**src/hw/rtl/asa_pkg.sv**
```systemverilog
`timescale 1ns / 1ps

package asa_pkg;

    // Radius, doubled denominators and their magnitudes.
    localparam int RADIUS_W = 24;
    localparam int REG_W    = 16;
    localparam int DEN_W    = RADIUS_W + 2;

    // CORDIC datapath: x and y carry the integer magnitude shifted left by XY_SHIFT.
    localparam int XY_SHIFT  = 30;
    localparam int XY_W      = 58;
    localparam int ANG_FRAC  = 20;
    localparam int Z_W       = 29;
    localparam int ZC_W      = 27;
    localparam int PROD_W    = 34;
    localparam int CENT_W    = 14;
    localparam int TABLE_LEN = 24;

    localparam int CORDIC_STEPS_DEF = 16;

    localparam int ANGLE_W = 15;
    localparam int GAP_W   = 16;
    localparam int S_TDATA_W = 24;
    localparam int M_TDATA_W = 48;

    localparam logic [CENT_W-1:0] CENT_MAX = CENT_W'(9000);
    localparam logic [ZC_W-1:0]   Z_MAX    = ZC_W'(90) << ANG_FRAC;
    localparam logic [PROD_W-1:0] ROUND_HALF = PROD_W'(1) << (ANG_FRAC - 1);
    localparam logic [PROD_W-1:0] CENT_SCALE = PROD_W'(100);

    // Configuration register map.
    localparam int CFG_IDX_W = 1;
    localparam logic [CFG_IDX_W-1:0] REG_WHEEL_BASE = 1'b0;
    localparam logic [CFG_IDX_W-1:0] REG_TRACK_SPAN = 1'b1;
    localparam logic [REG_W-1:0] WHEEL_BASE_RST = REG_W'(3000);
    localparam logic [REG_W-1:0] TRACK_SPAN_RST = REG_W'(2000);

    typedef struct packed {
        logic signed [XY_W-1:0] x;
        logic signed [XY_W-1:0] y;
        logic signed [Z_W-1:0]  z;
        logic                   neg;
        logic                   dzero;
    } t_lane;

    typedef struct packed {
        logic  valid;
        logic  zr;
        t_lane inner;
        t_lane outer;
    } t_cstage;

    typedef struct packed {
        logic [CENT_W-1:0] cent;
        logic              neg;
        logic              dzero;
    } t_cent;

    typedef struct packed {
        logic  valid;
        logic  zr;
        t_cent inner;
        t_cent outer;
    } t_fin;

    // atan(2^-i) in units of 2^-20 degree, rounded to nearest.
    function automatic int atan_entry(input int idx);
        int v;
        case (idx)
            0:  v = 47185920;
            1:  v = 27855475;
            2:  v = 14718068;
            3:  v = 7471121;
            4:  v = 3750058;
            5:  v = 1876857;
            6:  v = 938658;
            7:  v = 469357;
            8:  v = 234682;
            9:  v = 117342;
            10: v = 58671;
            11: v = 29335;
            12: v = 14668;
            13: v = 7334;
            14: v = 3667;
            15: v = 1833;
            16: v = 917;
            17: v = 458;
            18: v = 229;
            19: v = 115;
            20: v = 57;
            21: v = 29;
            22: v = 14;
            23: v = 7;
            default: v = 0;
        endcase
        return v;
    endfunction

endpackage

```
**src/hw/rtl/asa_cordic_stage.sv**
```systemverilog
`timescale 1ns / 1ps

module asa_cordic_stage #(
    parameter int STEP = 0
) (
    input  logic             i_clk,
    input  logic             i_rst_n,
    input  logic             i_en,
    input  asa_pkg::t_cstage i_stage,
    output asa_pkg::t_cstage o_stage
);
    import asa_pkg::*;

    localparam logic signed [Z_W-1:0] ATAN = Z_W'(atan_entry(STEP));

    logic  r_valid;
    logic  r_zr;
    t_lane r_inner;
    t_lane r_outer;

    // One vectoring iteration; arithmetic right shifts floor toward minus infinity.
    function automatic t_lane rotate(input t_lane a);
        t_lane b;
        logic signed [XY_W-1:0] xs;
        logic signed [XY_W-1:0] ys;
        xs = $signed(a.x) >>> STEP;
        ys = $signed(a.y) >>> STEP;
        b  = a;
        if (!a.y[XY_W-1]) begin
            b.x = $signed(a.x) + ys;
            b.y = $signed(a.y) - xs;
            b.z = $signed(a.z) + ATAN;
        end else begin
            b.x = $signed(a.x) - ys;
            b.y = $signed(a.y) + xs;
            b.z = $signed(a.z) - ATAN;
        end
        return b;
    endfunction

    always_ff @(posedge i_clk) begin
        if (!i_rst_n) begin
            r_valid <= 1'b0;
        end else if (i_en) begin
            r_valid <= i_stage.valid;
        end
    end

    always_ff @(posedge i_clk) begin
        if (i_en) begin
            r_zr    <= i_stage.zr;
            r_inner <= rotate(i_stage.inner);
            r_outer <= rotate(i_stage.outer);
        end
    end

    always_comb begin
        o_stage.valid = r_valid;
        o_stage.zr    = r_zr;
        o_stage.inner = r_inner;
        o_stage.outer = r_outer;
    end

endmodule

```
**config.mk**
```make
export PLATFORM = sky130hd
export DESIGN_NAME = asa_cordic_stage
export DESIGN_NICKNAME = d
export VERILOG_FILES = /design/src/hw/rtl/asa_pkg.sv /design/src/hw/rtl/asa_cordic_stage.sv
export SDC_FILE = /design/constraint.sdc
export NUM_CORES = 1
export LEC_CHECK = 0
export BUFFER_PORTS_ARGS = -buffer_cell sky130_fd_sc_hd__buf_4
export CAP_MARGIN = 25
export CORE_AREA = 2 2 234 236
export CTS_BUF_LIST = sky130_fd_sc_hd__clkbuf_4 sky130_fd_sc_hd__clkbuf_8
export DETAILED_ROUTE_END_ITERATION = 8
export DIE_AREA = 0 0 236 238
export PLACE_DENSITY = 0.81
export SETUP_SLACK_MARGIN = 0.4
export SYNTH_ARGS = -nofsm -noshare
export SYNTH_HDL_FRONTEND = slang
export SYNTH_SLANG_ARGS = --single-unit
```
**constraint.sdc**
```tcl
create_clock -name i_clk -period 7.27 [get_ports i_clk]
set_clock_uncertainty 0.1 [all_clocks]
set_input_delay 0.727 -clock i_clk [delete_from_list [all_inputs] [get_ports i_clk]]
set_output_delay 0.727 -clock i_clk [all_outputs]
set_load 0.01 [all_outputs]
```
Word level (Yosys, flattened, before mapping)
Cells that the tools add are included.

$add $sub $neg: 10. Muxes and demuxes: 2.

Operators with widths (number): $mux 145 (2); $sub 58x58->58 (4); $add 58x58->58 (2); $add 29x27->29 const B (2); $sub 29x27->29 const B (2).

Bits in registers: 296. Input port bits: 299. Output and inout bits: 296. Logic and storage cells: 24.

Longest topological paths before layout
Word-level depth: 2. Depth in mapped cells: 14. Gate-level depth less buffers: 13.

Worst setup path before layout
No wires, ideal clock.

Kind: input-to-reg. Start point: input i_stage[31] in the netlist's numbering. End point: register r_outer (netlist bit o_stage[79]), data pin. Setup time: 262 ps. Arrival: 3149 ps. Required time: 6908 ps. Slack: 3759 ps. Cell stages on the path: 12. Buffers on the path: 0. Cells stage by stage: ha_1 > fa_1 > nand2b_1 > a221oi_1 > o41a_1 > o211ai_1 > o211ai_1 > o21ai_2 > o31ai_4 > a21bo_4 > a2111oi_4 > xnor2_1.

Word-level cells in the longest chain between the ends: 2. Elaborated cells between the ends (all ways): 3. Those cells by class: add/sub (2); mux (1).

RTL lines: start, declared (RTL line asa_cordic_stage.sv:9) `input asa_pkg::t_cstage i_stage,`; $sub 58x58->58 or $add 58x58->58 (tied branches) (RTL line asa_cordic_stage.sv:31, asa_cordic_stage.sv:35); $mux 145 * (RTL line asa_cordic_stage.sv:29) `if (!a.y[XY_W-1]) begin`; end signal, assigned (RTL line asa_cordic_stage.sv:53) `r_outer <= rotate(i_stage.outer);`; end, declared (RTL line asa_cordic_stage.sv:19) `t_lane r_outer;`.

Every way passes the cells marked *; elsewhere a longest branch is shown, timed or not. A chain may end at the register's enable or synchronous reset.

Final worst setup path
Start point: input i_stage[178] in the netlist's numbering. End point: register r_inner (netlist bit o_stage[224]), data pin.

Word-level cells in the longest chain between the ends: 2. Elaborated cells between the ends (all ways): 3. Those cells by class: add/sub (2); mux (1).

RTL lines: $sub 58x58->58 or $add 58x58->58 (tied branches) (RTL line asa_cordic_stage.sv:31, asa_cordic_stage.sv:35); $mux 145 * (RTL line asa_cordic_stage.sv:29); end signal, assigned (RTL line asa_cordic_stage.sv:52) `r_inner <= rotate(i_stage.inner);`; end, declared (RTL line asa_cordic_stage.sv:18) `t_lane r_inner;`.

Marked as above.

==> metrics <==
clock insertion delay at the later pin of the skew report just under 0.7 ns; largest fanout of any net on the critical path 4; remaining number of nets flagged by the antenna check after routing 0; placed cell count between 4,000 and 5,000; final cell count without fillers about 5,000; netlist area before placement approximately 31,000 sq um; DR WL/cell 24.2 um; buffer levels on the longest clock path 3; Synth Flop Type sky130_fd_sc_hd__edfxtp_1; most common cell after layout, fill and taps aside sky130_fd_sc_hd__buf_4; io pins 595; Critical Path Max Stage Delay slightly above 0.7 ns; vias in the first global route a little over 30,000; net count reported at finish 4,958; maximum number of pins on one net before global-route repair between 90 and 100; yosys warns 0; Layout Area Growth over Synthesis 18.7%; die area 56,200 sq um; Row Count 85; Finish-stage setup viols 0; CTS H-Tree Depth 2; area of the multi-input gates 20,500 sq um; half-perimeter wire length of the detailed placement result a little under 100,000 um; element type at the critical path end flop; Die Width around 240 um; detailed-route vias per instance roughly 6.5; number of enable flip-flop cells after synthesis about 300; slowest cell on the critical path sky130_fd_sc_hd__o311ai_0; result of the run complete, no violations; part of the Yosys area used for sequential elements approximately 28%; clock tree from TritonCTS done; number of DRC violations after detailed routing 0; count of final max-slew check failures 0; total number of clock tree sinks between 200 and 300; worst rel slew slack 24.0%; pin slew with the least headroom to its limit roughly 1.1 ns; classification of the worst setup path input pin to flop; clock-pin slew on the worst setup and hold paths 0.07 ns; Seq. cell area approximately 8800 sq um; Overall Global Routing Usage around two fifths; Final Wtd Congestion ~1.1; worst IR drop on VDD roughly 0.2 mV; Critical Path, Cell by Cell buf_4, inv_1, ha_1, fa_1, nor2b_1, o31ai_2, a31oi_1, a22oi_1, o21ai_0, a21oi_1, o311ai_0, a21boi_0, xnor2_1; worst path required time approximately 7.6 ns; leakage power about 16 nW; synthesized area divided by synthesized cell count ~8.4 sq um; detailed-route wire length 121,000 um; y dimension of the die 238 um; final hold vios 0; starting density of the core between 50% and 60%; instance count of the mapped netlist 3,765; max-cap violations 0; Post CTS Setup Buffer Count 0; flip-flop and latch count after synthesis 294; Gates resized, CTS repair 0; first-pass GRT wire length 181,000 um; TritonCTS Buffers 54; commonest non-fill, non-tap cells in the layout sky130_fd_sc_hd__buf_4, sky130_fd_sc_hd__a21oi_1, sky130_fd_sc_hd__ha_1; # fillers ~4,400; post-synth cell types roughly 110; initial antenna violation count 14; Period minus WS final 4.10 ns; post-route setup TNS 0 ns; routed vias about 32,000; Critical Path AT 4.43 ns; RSZ-0062 raised after global routing no; Async SR Flop Fraction 0%; total cell area at the placement stage between 30,000 and 40,000 sq um; syn_nets roughly 4,500; core box area approximately 53,000 sq um; Critical Path Source Type input pin; Pwr per Cell Area roughly 190 nW/um^2; number of iterations in the first detailed-routing pass 7; maximum achievable frequency ~240 MHz; fraction of layout cells with a size suffix above 1 17.9%; count of hold buffers inserted by post-cts repair 0; gr ovfl total 0; Hold Path Class input pin to flop; area of all placed cells without fillers 37,400 sq um; clock root buffer sky130_fd_sc_hd__clkbuf_8; crit share post-route around 56%; Port-buffer cells ~590; detailed router's first-iteration violation count about 4,700
[critical path: cells and delay by family]
family	cells	cell delay, ns
AOI/OAI and AO/OA	7	2.55
and+or+nand+nor	1	0.23
buffers and inverters	2	0.14
adders and majority gates	2	0.63
xor gates and xnor gates	1	0.14
[area by class of cell]
cell class,count,area share (%)
diodes,14,0.0938
clock buffers,63,2.17
clock inverters,33,0.844
inverters,383,3.85
multi-input cells,2925,54.9
flip-flops and latches,294,23.6
well taps,696,2.33
repair buffers,605,12.2
[cells by family (layout without fill, tap and decap cells)]
kind of cell               count (synthesis)  in the layout  synth area share (%)
DFF                                      294            294                  28.0
adders and majority gates                396            396                  15.9
xor gates and xnor gates                 241            241                  6.70
and+or+nand+nor                          916            916                  14.1
other                                      0             14                     0
buffers and inverters                    546           1084                  6.87
muxes                                     57             57                  1.83
AOI/OAI and AO/OA                       1315           1315                  26.5
[flip-flops by register name, indices dropped and copies added, names as in the netlist]
| register | count |
|---|---|
| o_stage | 292 |
| r_valid | 1 |
| r_zr | 1 |
[layer usage]
metal / vias up / global-route usage (%) / wire [um]
met1: 15261 / 52.6 / 45600
met3: 417 / 8.09 / 13500
li1: 14579 / - / -
met2: 2234 / 66.7 / 55100
met4: 8 / 21.3 / 6930
met5: - / 0 / 119
[per-stage QoR]
stage / setup slack, ns / hold slack, ns / utilization (%) / power (mW)
finish: 3.17 / 0.112 / 69.9 / 7.10
global route: 3.07 / 0.0913 / 69.8 / 7.37
CTS: 3.42 / 0.0737 / 69.7 / 7.02
detailed placement: 2.71 / 0.453 / 67.6 / 5.25
global placement: 2.70 / 0.415 / 67.6 / 5.23
floorplan: 3.76 / 0.384 / - / 4.03
[power by group]
group | switching, mW | internal (mW)
logic | 1.82 | 1.16
registers | 0.120 | 2.23
clock network | 0.817 | 0.954
total | 2.76 | 4.34
[Yosys cell counts, types with 8 or more instances]
| cell | instances | area share (%) |
|---|---|---|
| sky130_fd_sc_hd__ha_1 | 388 | 15 |
| sky130_fd_sc_hd__o31a_1 | 13 | 0.36 |
| sky130_fd_sc_hd__inv_2 | 8 | 0.095 |
| sky130_fd_sc_hd__edfxtp_1 | 293 | 28 |
| sky130_fd_sc_hd__fa_1 | 8 | 0.51 |
| sky130_fd_sc_hd__a21o_1 | 80 | 1.9 |
| sky130_fd_sc_hd__nor4_1 | 34 | 0.68 |
| sky130_fd_sc_hd__o21ai_1 | 17 | 0.27 |
| sky130_fd_sc_hd__a211oi_1 | 32 | 0.76 |
| sky130_fd_sc_hd__nand4_1 | 57 | 1.1 |
| sky130_fd_sc_hd__buf_2 | 36 | 0.57 |
| sky130_fd_sc_hd__o21bai_1 | 101 | 2.4 |
| sky130_fd_sc_hd__and2_1 | 13 | 0.26 |
| sky130_fd_sc_hd__a2111oi_0 | 9 | 0.25 |
| sky130_fd_sc_hd__o211ai_1 | 31 | 0.74 |
| sky130_fd_sc_hd__o2111ai_1 | 8 | 0.22 |
| sky130_fd_sc_hd__a21boi_0 | 16 | 0.38 |
| sky130_fd_sc_hd__nand2_1 | 197 | 2.3 |
| sky130_fd_sc_hd__or2_2 | 14 | 0.28 |
| sky130_fd_sc_hd__and4_1 | 8 | 0.22 |
| sky130_fd_sc_hd__xnor2_1 | 216 | 6.0 |
| sky130_fd_sc_hd__nor2b_1 | 29 | 0.58 |
| sky130_fd_sc_hd__or3_1 | 25 | 0.50 |
| sky130_fd_sc_hd__clkinv_1 | 10 | 0.12 |
| sky130_fd_sc_hd__a211o_1 | 12 | 0.33 |
| sky130_fd_sc_hd__a21oi_1 | 498 | 7.9 |
| sky130_fd_sc_hd__clkbuf_1 | 86 | 1.0 |
| sky130_fd_sc_hd__o21a_1 | 29 | 0.69 |
| sky130_fd_sc_hd__o31ai_1 | 41 | 0.98 |
| sky130_fd_sc_hd__buf_1 | 26 | 0.31 |
| sky130_fd_sc_hd__mux2i_1 | 53 | 1.7 |
| sky130_fd_sc_hd__nand3_1 | 74 | 1.2 |
| sky130_fd_sc_hd__o22ai_1 | 13 | 0.26 |
| sky130_fd_sc_hd__inv_1 | 365 | 4.4 |
| sky130_fd_sc_hd__o21ai_0 | 255 | 4.1 |
| sky130_fd_sc_hd__a31oi_1 | 26 | 0.52 |
| sky130_fd_sc_hd__nor2_1 | 277 | 3.3 |
| sky130_fd_sc_hd__nor3_1 | 95 | 1.5 |
| sky130_fd_sc_hd__a221oi_1 | 16 | 0.44 |
| sky130_fd_sc_hd__buf_4 | 10 | 0.24 |
| sky130_fd_sc_hd__and3_1 | 9 | 0.18 |
| sky130_fd_sc_hd__nand2b_1 | 45 | 0.89 |
| sky130_fd_sc_hd__xor2_1 | 25 | 0.70 |
[final timing paths]
path	startpoint	to	slack, ns	cells after the start
min reg2reg	r_valid	r_valid	0.47	2
max	i_stage[178]	o_stage[224]	3.17	13
max reg2reg	r_valid	r_valid	6.53	2
min	i_stage[20]	o_stage[20]	0.11	1
(Power assumes the default switching activity.)
