--- src/hw/rtl/asa_pkg.sv ---
`timescale 1ns / 1ps

package asa_pkg;

    // Radius, doubled denominators and their magnitudes.
    localparam int RADIUS_W = 24;
    localparam int REG_W    = 16;
    localparam int DEN_W    = RADIUS_W + 2;

    // CORDIC datapath: x and y carry the integer magnitude shifted left by XY_SHIFT.
    localparam int XY_SHIFT  = 30;
    localparam int XY_W      = 58;
    localparam int ANG_FRAC  = 20;
    localparam int Z_W       = 29;
    localparam int ZC_W      = 27;
    localparam int PROD_W    = 34;
    localparam int CENT_W    = 14;
    localparam int TABLE_LEN = 24;

    localparam int CORDIC_STEPS_DEF = 16;

    localparam int ANGLE_W = 15;
    localparam int GAP_W   = 16;
    localparam int S_TDATA_W = 24;
    localparam int M_TDATA_W = 48;

    localparam logic [CENT_W-1:0] CENT_MAX = CENT_W'(9000);
    localparam logic [ZC_W-1:0]   Z_MAX    = ZC_W'(90) << ANG_FRAC;
    localparam logic [PROD_W-1:0] ROUND_HALF = PROD_W'(1) << (ANG_FRAC - 1);
    localparam logic [PROD_W-1:0] CENT_SCALE = PROD_W'(100);

    // Configuration register map.
    localparam int CFG_IDX_W = 1;
    localparam logic [CFG_IDX_W-1:0] REG_WHEEL_BASE = 1'b0;
    localparam logic [CFG_IDX_W-1:0] REG_TRACK_SPAN = 1'b1;
    localparam logic [REG_W-1:0] WHEEL_BASE_RST = REG_W'(3000);
    localparam logic [REG_W-1:0] TRACK_SPAN_RST = REG_W'(2000);

    typedef struct packed {
        logic signed [XY_W-1:0] x;
        logic signed [XY_W-1:0] y;
        logic signed [Z_W-1:0]  z;
        logic                   neg;
        logic                   dzero;
    } t_lane;

    typedef struct packed {
        logic  valid;
        logic  zr;
        t_lane inner;
        t_lane outer;
    } t_cstage;

    typedef struct packed {
        logic [CENT_W-1:0] cent;
        logic              neg;
        logic              dzero;
    } t_cent;

    typedef struct packed {
        logic  valid;
        logic  zr;
        t_cent inner;
        t_cent outer;
    } t_fin;

    // atan(2^-i) in units of 2^-20 degree, rounded to nearest.
    function automatic int atan_entry(input int idx);
        int v;
        case (idx)
            0:  v = 47185920;
            1:  v = 27855475;
            2:  v = 14718068;
            3:  v = 7471121;
            4:  v = 3750058;
            5:  v = 1876857;
            6:  v = 938658;
            7:  v = 469357;
            8:  v = 234682;
            9:  v = 117342;
            10: v = 58671;
            11: v = 29335;
            12: v = 14668;
            13: v = 7334;
            14: v = 3667;
            15: v = 1833;
            16: v = 917;
            17: v = 458;
            18: v = 229;
            19: v = 115;
            20: v = 57;
            21: v = 29;
            22: v = 14;
            23: v = 7;
            default: v = 0;
        endcase
        return v;
    endfunction

endpackage

--- src/hw/rtl/asa_prep.sv ---
`timescale 1ns / 1ps

module asa_prep (
    input  logic                                 i_clk,
    input  logic                                 i_rst_n,
    input  logic                                 i_en,
    input  logic                                 i_valid,
    input  logic signed [asa_pkg::RADIUS_W-1:0]  i_radius,
    input  logic [asa_pkg::REG_W-1:0]            i_wheel_base,
    input  logic [asa_pkg::REG_W-1:0]            i_track_span,
    output asa_pkg::t_cstage                     o_stage
);
    import asa_pkg::*;

    logic signed [DEN_W-1:0] w_r2;
    logic signed [DEN_W-1:0] w_span;
    logic signed [DEN_W-1:0] w_den_in;
    logic signed [DEN_W-1:0] w_den_out;
    logic [REG_W:0]          w_num;
    t_lane                   n_inner;
    t_lane                   n_outer;
    logic                    n_zr;

    logic  r_valid;
    logic  r_zr;
    t_lane r_inner;
    t_lane r_outer;

    // Starting vector: x is the magnitude of the denominator, y the doubled wheelbase.
    function automatic t_lane start_lane(input logic signed [DEN_W-1:0] den,
                                         input logic [REG_W:0] num);
        t_lane a;
        logic [DEN_W-1:0] mag;
        mag     = den[DEN_W-1] ? DEN_W'(-den) : DEN_W'(den);
        a.x     = XY_W'(mag) << XY_SHIFT;
        a.y     = XY_W'(num) << XY_SHIFT;
        a.z     = '0;
        a.neg   = den[DEN_W-1];
        a.dzero = (den == '0);
        return a;
    endfunction

    always_comb begin
        w_r2      = DEN_W'(i_radius) <<< 1;
        w_span    = DEN_W'(i_track_span);
        w_den_in  = w_r2 - w_span;
        w_den_out = w_r2 + w_span;
        w_num     = {i_wheel_base, 1'b0};
        n_inner   = start_lane(w_den_in, w_num);
        n_outer   = start_lane(w_den_out, w_num);
        n_zr      = (i_radius == '0);
    end

    always_ff @(posedge i_clk) begin
        if (!i_rst_n) begin
            r_valid <= 1'b0;
        end else if (i_en) begin
            r_valid <= i_valid;
        end
    end

    always_ff @(posedge i_clk) begin
        if (i_en) begin
            r_zr    <= n_zr;
            r_inner <= n_inner;
            r_outer <= n_outer;
        end
    end

    always_comb begin
        o_stage.valid = r_valid;
        o_stage.zr    = r_zr;
        o_stage.inner = r_inner;
        o_stage.outer = r_outer;
    end

endmodule

--- config.mk ---
export PLATFORM = sky130hd
export DESIGN_NAME = asa_prep
export DESIGN_NICKNAME = d
export VERILOG_FILES = /design/src/hw/rtl/asa_pkg.sv /design/src/hw/rtl/asa_prep.sv
export SDC_FILE = /design/constraint.sdc
export NUM_CORES = 1
export LEC_CHECK = 0
export ABC_AREA = 1
export BUFFER_PORTS_ARGS = -buffer_cell sky130_fd_sc_hd__buf_4
export CAP_MARGIN = 20
export CELL_PAD_IN_SITES_DETAIL_PLACEMENT = 0
export CELL_PAD_IN_SITES_GLOBAL_PLACEMENT = 1
export CORE_ASPECT_RATIO = 0.9
export CORE_MARGIN = 4
export CORE_UTILIZATION = 34
export DETAILED_ROUTE_END_ITERATION = 16
export GPL_TIMING_DRIVEN = 0
export MAX_ROUTING_LAYER = met4
export PLACE_DENSITY_LB_ADDON = 0.2
export RECOVER_POWER = 50
export SYNTH_ARGS = -nofsm -noshare
export SYNTH_HDL_FRONTEND = slang
export SYNTH_SLANG_ARGS = --single-unit
export TNS_END_PERCENT = 30
--- constraint.sdc ---
create_clock -name i_clk -period 3.8 [get_ports i_clk]
set_clock_uncertainty 0.1 [all_clocks]
set_input_delay 0.57 -clock i_clk [delete_from_list [all_inputs] [get_ports i_clk]]
set_output_delay 0.57 -clock i_clk [all_outputs]
set_load 0.05 [all_outputs]
### Yosys cells after proc, flatten, opt, wreduce, memory -nomap -nowiden

Cells that the tools add are included.

* register bits after elaboration: 74
* input port bits: 60
* output and inout bits: 296
* logic and storage cells: 20

* add/subtract/negate cells: 4
* mux-type cells: 2
* reduce and logical (&&, ||, !) cells: 3

Operators by type and width (count)
* 26-bit zero test: 2
* 26-bit negator: 2
* 25-bit 2-to-1 mux: 2
* 25-bit by 17-bit adder with 26-bit output: 1
* 25-bit by 17-bit subtractor with 26-bit output: 1
* 24-bit zero test: 1

### Depth between registers and ports, before layout

* depth in word-level cells: 3
* depth in mapped cells: 21
* mapped depth without buffers: 20

### Least setup slack after synthesis

Ideal clock, no wire load.

* path type: in2reg
* start: input i_track_span[0] in the netlist's numbering
* end: register r_inner (netlist bit o_stage[287]), data pin
* library setup time: 0.249 ns
* data arrival time: 2.503 ns
* data required time: 3.451 ns
* setup slack: 0.948 ns
* stages: 15
* buffers on the path: 0
* cells stage by stage: inv_1 fa_1 or2_2 nor2_1 nand3_1 nor2_1 nand3_1 nor2_4 nand3_4 nor2_1 nand2_1 nand2_1 nand2_1 nand2_1 inv_1

RTL lines
* start, declared: line asa_prep.sv:10 `input logic [asa_pkg::REG_W-1:0] i_track_span,`
* end signal, assigned: line asa_prep.sv:65 `r_inner <= n_inner;`
* end, declared: line asa_prep.sv:26 `t_lane r_inner;`

==> qor.tcl <==
set qor(route.final.wire_length_um) 24240
set qor(route.met2.wl_um) 10940
set qor(synthMostInstantiatedCell) {sky130_fd_sc_hd__nand2_1}
set qor(power.internal_w) 0.002005
set qor(post-cts-setup-buffers) 0
set qor(timing_hold_violations_final) 0
set qor(routed.top_layer) {met4}
set qor(worstRegToRegCells) 2
set qor(p_sw_frac) 0.4819
set qor(synth.yosys.warnings) 0
set qor(slew_violations) 75
set qor(coreArea_um2) 24530
set qor(min_path_type) {in2reg}
set qor(buffer_ports.inserted) 145
set qor(rows) 54
set qor(critPathLaunchType) {input port}
set qor(drt_pre_antenna_iters) 5
set qor(synth_top_area_frac) 0.2522
set qor(worst-endpoint-arrival_ns) 3.10
set qor(crit_end) {o_stage[287]$_DFFE_PP_}
set qor(pwr-share-comb) 0.521
set qor(synth_top_flop_cell) {sky130_fd_sc_hd__edfxtp_1}
set qor(cts_tree) {built}
set qor(failing_checks) {max-capacitance violations, max-slew violations}
set qor(drc) 0
set qor(timing.max_cap.violations) 1
set qor(post-place-cells) 1953
set qor(root_buffer) {sky130_fd_sc_hd__clkbuf_16}
set qor(layout.nets) 1722
set qor(clockBufferDepth) 2
set qor(grt_start_max_net_pins) 75
set qor(flow.area_growth_from_synthesis_pct) 28.78
set qor(worst_slew_margin_relative_to_its_limit) -0.2000
set qor(die_height_um) 158.7
set qor(syn_avg_cell_area_um2) 6.778
set qor(end_kind) {flip-flop}
set qor(global_route.usage.total) 0.1714
set qor(clock_power_share) 0.210
set qor(grt_first_pass_wirelength_um) 36810
set qor(ys_top_cells_by_count) {sky130_fd_sc_hd__nand2_1 (368), sky130_fd_sc_hd__buf_4 (231), sky130_fd_sc_hd__inv_1 (165)}
set qor(dpl_cell_area_um2) 10860
set qor(total_global_routing_overflow) 0
set qor(worstSkewPairLatency_ns) 0.34
set qor(yosys_register_bits) 73
set qor(synth_area_leaders) {sky130_fd_sc_hd__edfxtp_1 (25%), sky130_fd_sc_hd__buf_4 (20%), sky130_fd_sc_hd__nand2_1 (16%), sky130_fd_sc_hd__inv_1 (7.2%), sky130_fd_sc_hd__nand3_1 (5.7%)}
set qor(finalSetupViolCount) 0
set qor(p_switching_w) 0.001865
set qor(ant_nets) 0
set qor(timing_worst_setup_path_type) {in2reg}
set qor(synth_top_area_cell) {sky130_fd_sc_hd__edfxtp_1}
set qor(launch_instance_of_the_worst_register_to_register_path) {r_valid$_SDFFE_PN0P_}
set qor(pwr-share-seq) 0.269
set qor(final_instance_count_excl_fillers) 1970
set qor(tritoncts_num_sinks) 73
set qor(fp.dieArea_um2) 27830
set qor(worst_ir_drop_vdd_mv) 0.1912
set qor(routed-via-count) 7839
set qor(die-width_um) 175.4
set qor(static_power_due_to_leakage_nw) 6.224
set qor(layout-drive-gt1-share) 0.2743
set qor(cp_max_fo) 7
set qor(cts_hold_repair.buffers) 0
set qor(cts_htree_levels) 3
set qor(grt_pass1_vias) 7248
set qor(initialDrtViolationCount) 439
set qor(synth_enable_flop_cells) 72
set qor(detailroute.wirelength.met3_um) 1545
set qor(critical_path.reg2reg.endpoint) {r_valid$_SDFFE_PN0P_}
set qor(grt_antenna_before_repair) 1
set qor(finish.utilization) 0.4502
set qor(start_util) 0.3496
set qor(async_reset_ff_frac) 0
set qor(synth_cell_type_count) 39
set qor(clk_transition_reported_paths_ns) 0.06
set qor(p_per_area_nw_per_um2) 350.5
set qor(share_of_the_clock_period_used_by_the_worst_path) 0.8113
set qor(num-fill-cells) 2627
set qor(routed_wl_per_cell_um) 12.30
set qor(setup-tns-final_ns) 0
set qor(design_area_um2) 11040
set qor(fmaxAchievable_ghz) 0.3244
set qor(min_period_ns) 3.083
set qor(cp_startpoint) {i_track_span[0]}
set qor(synthesis.instances) 1265
set qor(cts_repair_resize_count) 0
set qor(worstMarginPinSlew_ns) 1.800
set qor(num_io_pins) 356
set qor(post_layout_total_power_w) 0.003870
set qor(ys_seq_area_frac) 0.2545
set qor(cp_data_required_time_ns) 3.81
set qor(syn_area_um2) 8574
set qor(result_of_the_run) {complete, but fails checks}
set qor(hpwl_um) 21260
set qor(vias_per_cell) 3.979
set qor(final_weighted_congestion_in_routability_driven_placement) 0.9076
set qor(setup.reg_to_reg.worst_slack_ns) 2.98
set qor(cts_buffers) 9
set qor(wl_met1_um) 11450
set qor(rsz0062_at_grt) {false}
flip-flops by register name (all words and copies together) (netlist names):
register / flops
o_stage: 71
r_valid: 1
r_zr: 1
worst max-delay path, stage by stage:
cell	delay (ns)
sky130_fd_sc_hd__clkbuf_1	0.12
sky130_fd_sc_hd__inv_1	0.27
sky130_fd_sc_hd__fa_1	0.54
sky130_fd_sc_hd__or2_2	0.32
sky130_fd_sc_hd__nor2_1	0.15
sky130_fd_sc_hd__nand3_1	0.09
sky130_fd_sc_hd__nor2_1	0.14
sky130_fd_sc_hd__nand3_1	0.15
sky130_fd_sc_hd__nor2_4	0.18
sky130_fd_sc_hd__nand3_4	0.13
sky130_fd_sc_hd__nor2_1	0.16
sky130_fd_sc_hd__nand2_1	0.09
sky130_fd_sc_hd__nand2_1	0.06
sky130_fd_sc_hd__nand2_1	0.05
sky130_fd_sc_hd__nand2_1	0.05
sky130_fd_sc_hd__inv_1	0.03
placed cells by master, fill, tap and decap left out, types with 5 or more instances in the layout:
cell type	count
sky130_fd_sc_hd__nand2_2	19
sky130_fd_sc_hd__buf_4	331
sky130_fd_sc_hd__nand2_1	368
sky130_fd_sc_hd__nand4_1	18
sky130_fd_sc_hd__xnor2_1	10
sky130_fd_sc_hd__buf_2	11
sky130_fd_sc_hd__a21oi_1	17
sky130_fd_sc_hd__clkbuf_1	30
sky130_fd_sc_hd__inv_2	15
sky130_fd_sc_hd__nor2_4	5
sky130_fd_sc_hd__nor2_1	107
sky130_fd_sc_hd__nor4_1	5
sky130_fd_sc_hd__clkbuf_4	16
sky130_fd_sc_hd__a21oi_2	7
sky130_fd_sc_hd__o21ai_0	8
sky130_fd_sc_hd__conb_1	208
sky130_fd_sc_hd__ha_1	32
sky130_fd_sc_hd__inv_1	165
sky130_fd_sc_hd__edfxtp_1	72
sky130_fd_sc_hd__clkbuf_16	9
sky130_fd_sc_hd__nor3_1	6
sky130_fd_sc_hd__nand3_1	98
sky130_fd_sc_hd__nor2_2	12
sky130_fd_sc_hd__xor2_1	28
through the flow:
step	setup WS [ns]	hold WS [ns]
after floorplan	0.9482	0.4021
after global placement	0.3883	0.4264
after global routing	0.5271	0.3020
final	0.7171	0.3177
after detailed placement	0.3754	0.4511
after CTS	0.7451	0.2825
final cells by class:
cell class              instances  area, um2  area share
clock inverters                 7      61.31    0.005552
diodes                          1      2.502   0.0002266
well taps                     336      420.4     0.03807
plain buffers                 246       1819      0.1648
repair buffers                145      980.9     0.08884
flip-flops and latches         73       2182      0.1976
clock buffers                   9      225.2     0.02040
inverters                     181      681.9     0.06176
multi-input cells             972       4668      0.4228
per-layer routing:
layer / global-route usage / up-vias
met5: - / -
met4: 0.03964 / 0
met3: 0.02279 / 16
met2: 0.2712 / 273
met1: 0.2355 / 3347
li1: - / 4203
power groups by stage:
stage | Sequential (W) | Combinational [W] | Clock (W)
global route | 0.00105 | 0.00216 | 0.000874
finish | 0.00104 | 0.00202 | 0.000811
CTS | 0.00104 | 0.00205 | 0.000837
floorplan | 0.00141 | 0.00127 | 0
global placement | 0.00106 | 0.00204 | 0
detailed placement | 0.00106 | 0.00204 | 0
cell families after synthesis:
group | after synthesis | synth area share
xor+xnor | 39 | 0.04203
flops | 73 | 0.2545
other cells | 1 | 0.0004373
buf+inv | 427 | 0.2917
compound gates | 38 | 0.02875
fa+ha+maj | 34 | 0.05136
simple gates | 653 | 0.3312
how the worst min path moves through the flow:
| stage | from | to | cells past startpoint |
|---|---|---|---|
| 6_report | i_wheel_base[3] | o_stage[65]$_DFFE_PP_ | 1 |
| 5_1_grt | i_wheel_base[13] | o_stage[75]$_DFFE_PP_ | 1 |
| 3_5_place_dp | r_valid$_SDFFE_PN0P_ | r_valid$_SDFFE_PN0P_ | 2 |
| 3_3_place_gp | r_valid$_SDFFE_PN0P_ | r_valid$_SDFFE_PN0P_ | 2 |
| 2_1_floorplan | r_valid$_SDFFE_PN0P_ | r_valid$_SDFFE_PN0P_ | 2 |
| 4_1_cts | i_wheel_base[9] | o_stage[71]$_DFFE_PP_ | 1 |
Power figures use the tool's default switching activity.
