File: src/hw/rtl/asa_pkg.sv
`timescale 1ns / 1ps

package asa_pkg;

    // Radius, doubled denominators and their magnitudes.
    localparam int RADIUS_W = 24;
    localparam int REG_W    = 16;
    localparam int DEN_W    = RADIUS_W + 2;

    // CORDIC datapath: x and y carry the integer magnitude shifted left by XY_SHIFT.
    localparam int XY_SHIFT  = 30;
    localparam int XY_W      = 58;
    localparam int ANG_FRAC  = 20;
    localparam int Z_W       = 29;
    localparam int ZC_W      = 27;
    localparam int PROD_W    = 34;
    localparam int CENT_W    = 14;
    localparam int TABLE_LEN = 24;

    localparam int CORDIC_STEPS_DEF = 16;

    localparam int ANGLE_W = 15;
    localparam int GAP_W   = 16;
    localparam int S_TDATA_W = 24;
    localparam int M_TDATA_W = 48;

    localparam logic [CENT_W-1:0] CENT_MAX = CENT_W'(9000);
    localparam logic [ZC_W-1:0]   Z_MAX    = ZC_W'(90) << ANG_FRAC;
    localparam logic [PROD_W-1:0] ROUND_HALF = PROD_W'(1) << (ANG_FRAC - 1);
    localparam logic [PROD_W-1:0] CENT_SCALE = PROD_W'(100);

    // Configuration register map.
    localparam int CFG_IDX_W = 1;
    localparam logic [CFG_IDX_W-1:0] REG_WHEEL_BASE = 1'b0;
    localparam logic [CFG_IDX_W-1:0] REG_TRACK_SPAN = 1'b1;
    localparam logic [REG_W-1:0] WHEEL_BASE_RST = REG_W'(3000);
    localparam logic [REG_W-1:0] TRACK_SPAN_RST = REG_W'(2000);

    typedef struct packed {
        logic signed [XY_W-1:0] x;
        logic signed [XY_W-1:0] y;
        logic signed [Z_W-1:0]  z;
        logic                   neg;
        logic                   dzero;
    } t_lane;

    typedef struct packed {
        logic  valid;
        logic  zr;
        t_lane inner;
        t_lane outer;
    } t_cstage;

    typedef struct packed {
        logic [CENT_W-1:0] cent;
        logic              neg;
        logic              dzero;
    } t_cent;

    typedef struct packed {
        logic  valid;
        logic  zr;
        t_cent inner;
        t_cent outer;
    } t_fin;

    // atan(2^-i) in units of 2^-20 degree, rounded to nearest.
    function automatic int atan_entry(input int idx);
        int v;
        case (idx)
            0:  v = 47185920;
            1:  v = 27855475;
            2:  v = 14718068;
            3:  v = 7471121;
            4:  v = 3750058;
            5:  v = 1876857;
            6:  v = 938658;
            7:  v = 469357;
            8:  v = 234682;
            9:  v = 117342;
            10: v = 58671;
            11: v = 29335;
            12: v = 14668;
            13: v = 7334;
            14: v = 3667;
            15: v = 1833;
            16: v = 917;
            17: v = 458;
            18: v = 229;
            19: v = 115;
            20: v = 57;
            21: v = 29;
            22: v = 14;
            23: v = 7;
            default: v = 0;
        endcase
        return v;
    endfunction

endpackage

File: src/hw/rtl/asa_finish.sv
`timescale 1ns / 1ps

module asa_finish (
    input  logic             i_clk,
    input  logic             i_rst_n,
    input  logic             i_en,
    input  asa_pkg::t_cstage i_stage,
    output asa_pkg::t_fin    o_fin
);
    import asa_pkg::*;

    logic  r_valid;
    logic  r_zr;
    t_cent r_inner;
    t_cent r_outer;

    // Clamp the angle to 0..90 degrees and round it to 0.01 degree, halves up.
    function automatic t_cent to_cent(input t_lane a);
        t_cent c;
        logic [ZC_W-1:0]   zc;
        logic [PROD_W-1:0] sum;
        logic [CENT_W-1:0] cent;
        if (a.z[Z_W-1]) begin
            zc = '0;
        end else if (a.z[Z_W-2:0] > (Z_W-1)'(Z_MAX)) begin
            zc = Z_MAX;
        end else begin
            zc = a.z[ZC_W-1:0];
        end
        sum  = PROD_W'(zc) * CENT_SCALE + ROUND_HALF;
        cent = sum[ANG_FRAC +: CENT_W];
        c.cent  = (cent > CENT_MAX) ? CENT_MAX : cent;
        c.neg   = a.neg;
        c.dzero = a.dzero;
        return c;
    endfunction

    always_ff @(posedge i_clk) begin
        if (!i_rst_n) begin
            r_valid <= 1'b0;
        end else if (i_en) begin
            r_valid <= i_stage.valid;
        end
    end

    always_ff @(posedge i_clk) begin
        if (i_en) begin
            r_zr    <= i_stage.zr;
            r_inner <= to_cent(i_stage.inner);
            r_outer <= to_cent(i_stage.outer);
        end
    end

    always_comb begin
        o_fin.valid = r_valid;
        o_fin.zr    = r_zr;
        o_fin.inner = r_inner;
        o_fin.outer = r_outer;
    end

endmodule

File: config.mk
export PLATFORM = sky130hd
export DESIGN_NAME = asa_finish
export DESIGN_NICKNAME = d
export VERILOG_FILES = /design/src/hw/rtl/asa_pkg.sv /design/src/hw/rtl/asa_finish.sv
export SDC_FILE = /design/constraint.sdc
export NUM_CORES = 1
export LEC_CHECK = 0
export BUFFER_PORTS_ARGS = -buffer_cell sky130_fd_sc_hd__buf_2
export CAP_MARGIN = 20
export CORE_ASPECT_RATIO = 1.75
export CORE_MARGIN = 2
export CORE_UTILIZATION = 50
export CTS_CLUSTER_DIAMETER = 200
export DETAILED_ROUTE_END_ITERATION = 8
export PLACE_DENSITY = 0.81
export SYNTH_ARGS = -nofsm -noshare
export SYNTH_HDL_FRONTEND = slang
export SYNTH_SLANG_ARGS = --single-unit
File: constraint.sdc
create_clock -name i_clk -period 12.2 [get_ports i_clk]
set_input_delay 0.61 -clock i_clk [delete_from_list [all_inputs] [get_ports i_clk]]
set_output_delay 0.61 -clock i_clk [all_outputs]
set_load 0.02 [all_outputs]
# == Word-level counts from Yosys, hierarchy flattened ==
# Cells that the tools add are included.
# op_classes
add_sub_neg,2
multipliers,2
n_lt_le_gt_ge,4
n_mux,6
# ops
cell,n
27-bit 2-to-1 mux,6
"34-bit by 20-bit adder with 34-bit output, second input constant",2
"27-bit by 5-bit multiplier with 32-bit output, second input constant",2
"28-bit by 27-bit > comparator with 1-bit output, second input constant",2
"14-bit > comparator, second input constant",2
# totals
register_bits,34
input_bits,299
output_inout_bits,34
wordCells,22

# == Logic depth before layout (Yosys ltp) ==
# Gate-level depths: netlist of the first run.
# depth
depth_word,7
ltp_mapped,31
depth_no_buf,28

# == Least setup slack after synthesis of the first run ==
# Ideal clock, no wire load.
# synth_path
path_type,in2reg
from,input port i_stage[176] in the netlist's numbering
to,"register r_inner, in the netlist o_fin[26] (data pin)"
setup_ns,0.271
arrival_time_ns,7.072
t_required_ns,11.929
setup_slack_ns,4.857
path_stages,26
n_path_buf,3
cell_sequence,nor4b_1 nand4_1 o21a_1 clkbuf_1 nor2_1 clkbuf_1 and2_1 ha_1 ha_1 inv_1 fa_1 inv_1 ha_1 and3_1 nand2_1 or4_4 o21a_1 o311ai_0 ha_1 and4_1 clkbuf_1 nand4_2 o41a_1 a221oi_2 xor2_2 o21ai_0
# synth_between
elab_chain_len,7
# synth_rtl
item,line_no,rtl
"start, declared",asa_finish.sv:7,"input asa_pkg::t_cstage i_stage,"
28-bit by 27-bit > comparator with 1-bit output *,asa_finish.sv:25,end else if (a.z[Z_W-2:0] > (Z_W-1)'(Z_MAX)) begin
27-bit 2-to-1 mux *,asa_finish.sv:25,
27-bit 2-to-1 mux *,asa_finish.sv:23,if (a.z[Z_W-1]) begin
27-bit 2-to-1 mux *,asa_finish.sv:47,if (i_en) begin
27-bit by 5-bit multiplier with 32-bit output *,asa_finish.sv:30,sum = PROD_W'(zc) * CENT_SCALE + ROUND_HALF;
34-bit by 20-bit adder with 34-bit output *,asa_finish.sv:30,
14-bit > comparator,asa_finish.sv:32,c.cent = (cent > CENT_MAX) ? CENT_MAX : cent;
"end signal, assigned",asa_finish.sv:49,r_inner <= to_cent(i_stage.inner);
"end, declared",asa_finish.sv:14,t_cent r_inner;
# Every way passes the cells marked *; elsewhere a longest branch is shown, timed or not. The select of a mux whose other input is x is not followed.
# A chain may end at the register's enable or synchronous reset.

# == Worst setup path after layout of the first run ==
# layout_path
from,input port i_stage[176] in the netlist's numbering
to,"register r_inner, in the netlist o_fin[18] (data pin)"
# The elaborated chain is that of the path after synthesis.

==> metrics.yaml, run 1 <==
setup_path:
  critPathSlowestCell: "o311ai_0"
  regToRegEndpoint: "r_valid$_SDFFE_PN0P_"
  required_ns: 12.33
  worstSetupEndpoint: "o_fin[18]$_SDFFCE_PN0P_"
  path_max_fanout: 26
  worstSetupEndpointType: "register"
  crit_type: "input pin to register"
  cp-start-kind: "input pin"
  regToRegStartpoint: "r_valid$_SDFFE_PN0P_"
  rrSetupSlack_ns: 11.60
  crit_start: "i_stage[176]"
  slowest_delay_ns: 0.75
  cpMostUsedCell: "ha_1"
  cp.arrival_ns: 8.00
  r2r_cells: 2
yosys:
  ys_seq_area_share_pct: 11.3
  synth_most_common_cell: "inv_1"
  synth.largest_area_cell: "ha_1"
  synth_edf_count: 33
  ys_ff_latch: 34
  synth_warnings: 0
  synth_nets: 1641
  netlist_instances: 1134
  synth_area_leaders: "ha_1 23%, edfxtp_1 11%, fa_1 9.4%"
  synthFlopType: "edfxtp_1"
  ys_top_cells_by_count: "206 x inv_1, 166 x ha_1, 82 x nand2_1"
  postSynthAreaPerCell_um2: 7.91
  yosysTopAreaCellShare_pct: 23.2
  ys_async_sr_fraction_pct: 0
  syn-cell-area_um2: 8970
  ys_types: 85
place:
  numPortBuffers: 100
  dpl.hpwl_um: 19500
  gp_congestion: 0.955
  dp_cells: 1440
power_and_ir_drop:
  p_per_area_nw_per_um2: 75.1
  leakagePower_nw: 5.08
  vdd_drop_max_mv: 0.0798
clock_network:
  hold_buffers: 0
  clock_path_buffers: 2
  cts-resized-gates: 0
  cts_sinks: 34
  cts_setup_buffers: 0
  cts_tree: "built"
  clk_pin_slew_worst_paths_ns: 0.06
  root_buffer: "clkbuf_16"
  cts_buffers: 5
  clk_latency_ns: 0.28
  htreeDepth: 2
routing:
  via_per_inst: 5.95
  dr.pass1.iters: 5
  vias: 8619
  wl_per_cell_um: 16.0
  drc: 0
  drt_iter0_drc: 536
  drt_wl_total_um: 23200
  ant_nets: 0
die:
  die_area_um2: 19100
  dieWidth_um: 105
  ios: 333
  start_util_pct: 51.1
  rows: 64
  core_area_um2: 17500
  die_y_um: 181
sta:
  clock.fmax_mhz: 127
  fin_crit_sh_pct: 64.5
  setup_viol: 0
  hold_viol: 0
  grt_setup_unrepaired: "no"
  finClkSkew_ns: 0
  tightest_slew_ns: 1.01
  fin_crit_ns: 7.87
  relSlewSlack_pct: 31.6
  fin_tns_setup_ns: 0
  maxSlewViolCount: 0
global_routing:
  grt_start_max_net_pins: 35
  grt_pass1_vias: 8545
  grt_pass1_wl_um: 39100
  gr-total-overflow: 0
  antenna_found_initial: 0
  grt_use_total_pct: 24.6
outcome:
  status: "complete, no violations"
hold_path:
  min_from: "i_stage[147]"
  hold_class: "input pin to register"
cells_and_area:
  antenna_cells: 0
  fin_cells: 1448
  multi_input_area_um2: 7070
  fin_nets: 1723
  synthToLayoutAreaGrowth_pct: 9.91
  seq_area_um2: 1010
  drive_gt1_share_pct: 11.4
  num-fill-cells: 1623
run:
  cap_violations: 0
-- power breakdown --
part | total [mW] | internal (mW) | switching [mW]
clock network | 0.172 | 0.117 | 0.0540
registers | 0.158 | 0.153 | 0.00511
logic | 0.411 | 0.155 | 0.256
-- registers in the layout, indices dropped and copies added, names as in the netlist --
register and cells:
r_zr 1, r_valid 1, o_fin 32
-- final cells by class --
class | instances | share of cell area (%)
flip-flops and latches | 34 | 10.3
clock buffers | 5 | 1.27
well taps | 231 | 2.93
clock inverters | 3 | 0.698
inverters | 207 | 7.88
repair buffers | 102 | 5.23
multi-input cells | 866 | 71.7
-- worst min-delay path by stage --
stage                           endpoint  slack, ns  depth (start not counted)
global route         o_fin[16]$_DFFE_PP_       0.50                          1
finish               o_fin[16]$_DFFE_PP_       0.50                          1
CTS                  o_fin[16]$_DFFE_PP_       0.50                          1
global placement    r_valid$_SDFFE_PN0P_       0.50                          2
floorplan           r_valid$_SDFFE_PN0P_       0.48                          2
detailed placement  r_valid$_SDFFE_PN0P_       0.51                          2
-- cell families (layout without fill, tap and decap cells) --
kind of cell	count (synthesis)	in the layout	synth area share, %
mux	5	5	0.600
fa+ha+maj	208	208	32.5
simple gates	353	353	21.4
flops	34	34	11.3
buf+inv	234	317	9.89
compound gates	260	260	20.3
xor+xnor	40	40	3.99
-- routing by layer --
| metal | part of all wire (%) | track usage (%) | up-vias |
|---|---|---|---|
| met5 | 0 | 0 | - |
| met4 | 3.6 | 8.80 | 0 |
| met3 | 4.8 | 2.56 | 63 |
| met2 | 51 | 46.2 | 291 |
| met1 | 40 | 28.4 | 4051 |
| li1 | - | - | 4214 |
-- placed cells by master, fill, tap and decap left out, types with 6 or more instances in the layout --
master,synthesis,layout
inv_1,206,206
ha_1,166,166
buf_2,1,100
nand2_1,82,82
a21oi_1,66,66
nor2_1,60,60
o21ai_0,42,42
fa_1,42,42
and2_1,37,37
edfxtp_1,33,33
xnor2_1,28,28
nor3_1,25,25
nand3_1,25,25
nand4_1,22,22
nor4_1,19,19
o21a_1,15,15
o211ai_1,13,13
or2_2,12,12
and4_1,12,12
xor2_1,11,11
a211oi_1,11,11
or3_1,10,10
and3_1,9,9
a21o_1,8,8
a211o_1,8,8
a31oi_1,8,8
nor2b_1,7,7
a21boi_0,7,7
o2111ai_1,6,6
a2111o_1,6,6
o21bai_1,6,6
-- stage by stage --
stage / instance area (µm²) / utilization (%) / hold WS [ns] / power (mW) / setup WS (ns)
after global routing: 9850 / 56.2 / 0.497 / 0.795 / 3.68
after CTS: 9850 / 56.2 / 0.495 / 0.738 / 4.33
final: 9850 / 56.2 / 0.498 / 0.740 / 4.33
after floorplan: 8970 / - / 0.484 / 0.459 / 4.86
after global placement: 9660 / 55.1 / 0.502 / 0.554 / 4.20
after detailed placement: 9660 / 55.1 / 0.509 / 0.563 / 4.07
-- worst max-delay path, delay by kind of cell --
family	cells	cell delay [ns]
and+or+nand+nor	9	2.38
AOI/OAI and AO/OA	6	2.20
buffers and inverters	5	0.59
adders and majority gates	5	1.85
xor gates and xnor gates	1	0.36
Power figures use the tool's default switching activity.
==> run 2, diff against run 1 <==
clock period = 8.25 ns   (was 12.2 ns; I/O delays follow)
==> run 2 against run 1 <==
  * Cell area up 0.30%
  * Clock-buffer cell count unchanged
  * Register-to-register slack worse by 3.9 ns
  * Sequential power up 48%
  * Final cell count up 0.28%
  * Non-clock buffer count up 4
  * Hold slack worse by 0.20 ns
  * Global-route usage up 0.25 points
  * Clock power up 49%
  * Die area unchanged
  * Combinational power up 49%
  * Via count up 0.48%
  * Critical path type unchanged
  * Largest cell class unchanged
==> metrics.yaml, run 2 (synthesized netlist as in run 1, its figures left out) <==
setup_path:
  required_ns: 8.34  # -3.99 ns
  regToRegStartpoint: "r_valid$_SDFFE_PN0P_"
  crit_start: "i_stage[27]"
  critPathSlowestCell: "o311ai_0"
  path_cells: "buf_2 -> nor4_1 -> nand4_1 -> nor3_1 -> a21oi_1 -> nor2_1 -> buf_4 -> and2_1 -> ha_1 -> ha_1 -> fa_1 -> ha_1 -> a211o_1 -> o311ai_0 -> nand2_1 -> a211oi_1 -> o2111ai_1 -> nor4_2 -> o311ai_0 -> o21ai_1 -> o21ai_0 -> a21oi_1"
  path_max_fanout: 23  # -12%
  worstSetupEndpointType: "register"
  cp.arrival_ns: 7.68  # -0.32 ns
  cpLargestDelayFamily: "compound AO/OA/AOI/OAI gates"
  slowest_delay_ns: 0.80  # +0.05 ns
  cp-start-kind: "input pin"
  crit_type: "input pin to register"
  crit_buf_inv: 2  # -3
  cpMostUsedCell: "ha_1"
global_routing:
  gr-total-overflow: 0  # unchanged
  antenna_found_initial: 0  # unchanged
  grt_pass1_wl_um: 39600  # +1.2%
  grt_start_max_net_pins: 35  # unchanged
  grt_pass1_vias: 8796  # +2.9%
  grt_use_total_pct: 24.9  # +0.25 points
sta:
  maxSlewViolCount: 0  # unchanged
  relSlewSlack_pct: 35.8  # +4.2 points
  grt_setup_unrepaired: "no"
  fin_crit_ns: 7.59
  hold_viol: 0  # unchanged
  fin_crit_sh_pct: 92.0
  setup_ws_ns: 0.658  # -3.68 ns
  clock.fmax_mhz: 132
  fin_tns_setup_ns: 0  # unchanged
  finClkSkew_ns: 0  # unchanged
  tightest_slew_ns: 0.951  # -0.0625 ns
  setup_viol: 0  # unchanged
routing:
  via_per_inst: 5.96  # +0.20%
  drt_iter0_drc: 456  # -15%
  dr.pass1.iters: 5  # unchanged
  ant_nets: 0  # unchanged
  drt_wl_total_um: 23300  # +0.67%
  drc: 0  # unchanged
  vias: 8660  # +0.48%
  wl_per_cell_um: 16.1  # +0.39%
run:
  cap_violations: 0  # unchanged
die:
  start_util_pct: 51.1  # unchanged
  rows: 64  # unchanged
  dieWidth_um: 105  # unchanged
  die_y_um: 181  # unchanged
  core_area_um2: 17500  # unchanged
  die_area_um2: 19100  # unchanged
  ios: 333  # unchanged
cells_and_area:
  final_common_cell: "inv_1"
  synthToLayoutAreaGrowth_pct: 10.2
  drive_gt1_share_pct: 11.7  # +0.29 points
  largest_register_ffs: 32  # unchanged
  antenna_cells: 0  # unchanged
  most-common-layout-cells: "206 x inv_1, 166 x ha_1, 100 x buf_2"
  fin_nets: 1727  # +0.23%
clock_network:
  cts_setup_buffers: 0  # unchanged
  clock_path_buffers: 2  # unchanged
  clk_latency_ns: 0.29  # about the same
  cts_buffers: 5  # unchanged
  root_buffer: "clkbuf_16"
  cts_tree: "built"
  cts-resized-gates: 0  # unchanged
  htreeDepth: 2  # unchanged
  hold_buffers: 0  # unchanged
  cts_sinks: 34  # unchanged
  clk_pin_slew_worst_paths_ns: 0.07  # about the same
place:
  dpl.hpwl_um: 20000  # +2.2%
  numPortBuffers: 100  # unchanged
  place_ws_ns: 0.570  # -3.49 ns
  gp_congestion: 0.925  # -3.1%
power_and_ir_drop:
  p_per_area_nw_per_um2: 112  # +49%
  p_sw_mw: 0.471  # +49%
  p_sw_share_pct: 42.6  # +0.074 points
  pwr-share-comb_pct: 55.6  # about the same
  leakagePower_nw: 5.10  # +0.40%
  intPower_mw: 0.633  # +49%
  pwr-share-clk_pct: 23.2  # about the same
  finalPower_mw: 1.10  # +49%
  vdd_drop_max_mv: 0.119  # +49%
  seq_power_share_pct: 21.2  # about the same
outcome:
  status: "complete, no violations"
hold_path:
  min_from: "i_stage[294]"
  hold_class: "input pin to register"
-- run 2: cell type report --
type | count | area, µm²
fill | 1592 | 7650
multi-input combinational | 866 | 7070
sequential | 34 | 1010
inverter | 207 | 777
timing repair buffer | 106 | 546
tap | 231 | 289
clock buffer | 5 | 125
clock inverter | 3 | 68.8
-- run 2: path summary, 6_finish.rpt --
kind,to,slack (ns),depth (start not counted)
worst max register to register,r_valid$_SDFFE_PN0P_,7.65,2
worst min register to register,r_valid$_SDFFE_PN0P_,0.54,2
worst max-delay path,o_fin[4]$_SDFFCE_PN0P_,0.66,22
worst min-delay path,r_zr$_DFFE_PP_,0.30,1
-- run 2: routing by layer --
layer	global-route usage, %	up-vias	part of all wire, %
li1	-	4231	-
met1	27.7	4080	40
met2	46.4	276	51
met3	2.67	73	4.5
met4	11.4	0	4.6
met5	0	-	0
-- run 2: per-stage QoR --
stage                     util [%]  instance area (µm²)  hold slack (ns)  instances
after floorplan                  -                 8970            0.484       1134
after CTS                     56.4                 9880            0.297       1452
after global routing          56.4                 9880            0.296       1452
after detailed placement      55.3                 9690            0.529       1444
final                         56.4                 9880            0.297       1452
after global placement        55.3                 9690            0.502       1444
-- run 2: power by group through the flow --
stage	clock network, mW	logic, mW	registers (mW)
after floorplan	0	0.409	0.270
after global placement	0	0.589	0.237
after detailed placement	0	0.604	0.236
after CTS	0.257	0.609	0.234
after global routing	0.263	0.686	0.236
final	0.257	0.614	0.234
==> run 3, diff against run 2 <==
ABC_AREA = 1   (was not set)
==> run 3 against run 2 <==
  * Via count up 3.6%
  * First-iteration DRC count fell by 21%
  * Critical path depth is 10 higher
  * Register-to-register slack got worse by 0.06 ns
  * Total power decreased by 9.8%
  * Clock power decreased by 21%
  * Non-clock buffer count is 6 lower
  * Sequential power up 2%
  * Final cell count increased by 19%
  * Cell area is 1.8% higher
  * Synthesized area grew 2.0%
  * Flip-flop and latch count unchanged
==> metrics.yaml, run 3 <==
yosys:
  netlist_instances: 1392  # +23%
  yosysTopAreaCellShare_pct: 22.7  # -0.45 points
  ys_async_sr_fraction_pct: 0  # unchanged
  synth_area_leaders: "ha_1 23%, inv_1 14%, nand2_1 12%"
  syn-cell-area_um2: 9150  # +2.0%
  synth_edf_count: 33  # unchanged
  synth_nets: 1899  # +16%
  ys_seq_area_share_pct: 11.1  # -0.22 points
  ys_types: 44  # -48%
  ys_top_cells_by_count: "344 x inv_1, 286 x nand2_1, 166 x ha_1"
  synth_warnings: 0  # unchanged
  synthFlopType: "edfxtp_1"
  synth.largest_area_cell: "ha_1"
  postSynthAreaPerCell_um2: 6.57  # -17%
  ys_ff_latch: 34  # unchanged
  synth_most_common_cell: "inv_1"
setup_path:
  path_max_fanout: 22  # -4.3%
  cp-start-kind: "input pin"
  crit_type: "input pin to register"
  required_ns: 8.27  # -0.07 ns
  worstSetupEndpointType: "register"
  cp.arrival_ns: 6.51  # -1.17 ns
  critPathSlowestCell: "fa_1"
  cpMostUsedCell: "nand2_1"
  slowest_delay_ns: 0.50  # -0.30 ns
die:
  die_area_um2: 19400  # +1.9%
  ios: 333  # unchanged
  dieWidth_um: 106  # +0.96%
  rows: 65  # +1.6%
  die_y_um: 183  # +0.97%
  start_util_pct: 50.9  # -0.25 points
  core_area_um2: 18000  # +2.5%
sta:
  grt_setup_unrepaired: "no"
  tightest_slew_ns: 0.812  # -0.139 ns
  clock.fmax_mhz: 154  # +17%
  maxSlewViolCount: 0  # unchanged
  hold_viol: 0  # unchanged
  fin_tns_setup_ns: 0  # unchanged
  fin_crit_sh_pct: 78.7  # -13 points
  finClkSkew_ns: 0  # unchanged
  fin_crit_ns: 6.49  # -1.10 ns
  relSlewSlack_pct: 45.5  # +9.6 points
  setup_viol: 0  # unchanged
clock_network:
  root_buffer: "clkbuf_16"
  cts_setup_buffers: 0  # unchanged
  cts_buffers: 5  # unchanged
  clock_path_buffers: 2  # unchanged
  clk_pin_slew_worst_paths_ns: 0.05  # -0.02 ns
  cts_sinks: 34  # unchanged
  clk_latency_ns: 0.27  # -0.02 ns
  htreeDepth: 2  # unchanged
  cts_tree: "built"
  cts-resized-gates: 0  # unchanged
  hold_buffers: 0  # unchanged
place:
  dpl.hpwl_um: 21900  # +9.9%
  gp_congestion: 1.00  # +8.3%
  dp_cells: 1718  # +19%
  numPortBuffers: 100  # unchanged
global_routing:
  antenna_found_initial: 0  # unchanged
  grt_pass1_wl_um: 40500  # +2.4%
  grt_use_total_pct: 25.8  # +0.97 points
  gr-total-overflow: 0  # unchanged
  grt_pass1_vias: 9279  # +5.5%
  grt_start_max_net_pins: 36  # +2.9%
cells_and_area:
  antenna_cells: 0  # unchanged
  most-common-layout-cells: "344 x inv_1, 286 x nand2_1, 166 x ha_1"
  fin_nets: 1998  # +16%
  largest_register_ffs: 32  # unchanged
  utilization_pct: 56.0  # -0.39 points
  final_common_cell: "inv_1"
  fin_cells: 1725  # +19%
  drive_gt1_share_pct: 11.1  # -0.65 points
  synthToLayoutAreaGrowth_pct: 10.0
run:
  cap_violations: 0  # unchanged
routing:
  drc: 0  # unchanged
  dr.pass1.iters: 6  # +1
  vias: 8968  # +3.6%
  drt_wl_total_um: 24500  # +5.1%
  via_per_inst: 5.20  # -13%
  wl_per_cell_um: 14.2  # -12%
  ant_nets: 0  # unchanged
  drt_iter0_drc: 358  # -21%
power_and_ir_drop:
  p_per_area_nw_per_um2: 99.0  # -11%
  vdd_drop_max_mv: 0.154  # +29%
  leakagePower_nw: 5.90  # +16%
outcome:
  status: "complete, no violations"
hold_path:
  hold_class: "input pin to register"
-- run 3: cells by family after synthesis --
family | after synthesis | synth area share [%]
AND/OR/NAND/NOR | 609 | 30.4
AO/OA/AOI/OAI | 168 | 10.2
XOR/XNOR | 16 | 1.70
adder cells (fa/ha/maj) | 208 | 31.9
flip-flops | 34 | 11.1
buffers and inverters | 357 | 14.7
-- run 3: final timing paths --
check	from	end	slack, ns	depth (start not counted)
min reg2reg	r_valid$_SDFFE_PN0P_	r_valid$_SDFFE_PN0P_	0.55	2
min	i_stage[0]	o_fin[0]$_DFFE_PP_	0.32	1
max reg2reg	r_valid$_SDFFE_PN0P_	r_valid$_SDFFE_PN0P_	7.59	2
max	i_stage[152]	o_fin[21]$_SDFFCE_PN1P_	1.76	32
-- run 3: per-stage QoR --
step                worst slack (ns)  power [mW]  instance area [µm²]  hold WS, ns
floorplan                       2.95       0.633                 9150        0.502
global route                    1.27        1.08                10100        0.308
CTS                             1.78       0.997                10100        0.312
finish                          1.76       0.995                10100        0.317
global placement                1.60       0.780                 9900        0.528
detailed placement              1.51       0.792                 9900        0.549
-- run 3: layout make-up --
class                   count  area (µm²)
fillers                  1765        7910
multi-input cells        1001        6790
inverters                 349        1310
flip-flops and latches     34        1010
repair buffers            100         500
well taps                 234         293
clock buffers               5         125
clock inverters             2        33.8
-- run 3: metal layers --
layer | GRT usage, % | part of all wire, %
met2 | 52.4 | 55
met3 | 1.67 | 3.2
met1 | 24.1 | 35
met5 | 0 | 0
met4 | 16.5 | 6.7
-- run 3: worst max-delay path, delay by kind of cell --
kind | cells | cell delay (ns)
buffers and inverters | 5 | 0.33
AOI/OAI and AO/OA | 4 | 0.85
and+or+nand+nor | 18 | 3.04
adders and majority gates | 4 | 1.49
xor gates and xnor gates | 1 | 0.36
-- run 3: report_power, final --
part / leakage [nW] / total, mW / switching, mW / internal [mW]
Combinational: 5.49 / 0.555 / 0.377 / 0.179
Clock: 0.0773 / 0.202 / 0.0622 / 0.139
Sequential: 0.329 / 0.238 / 0.0123 / 0.226
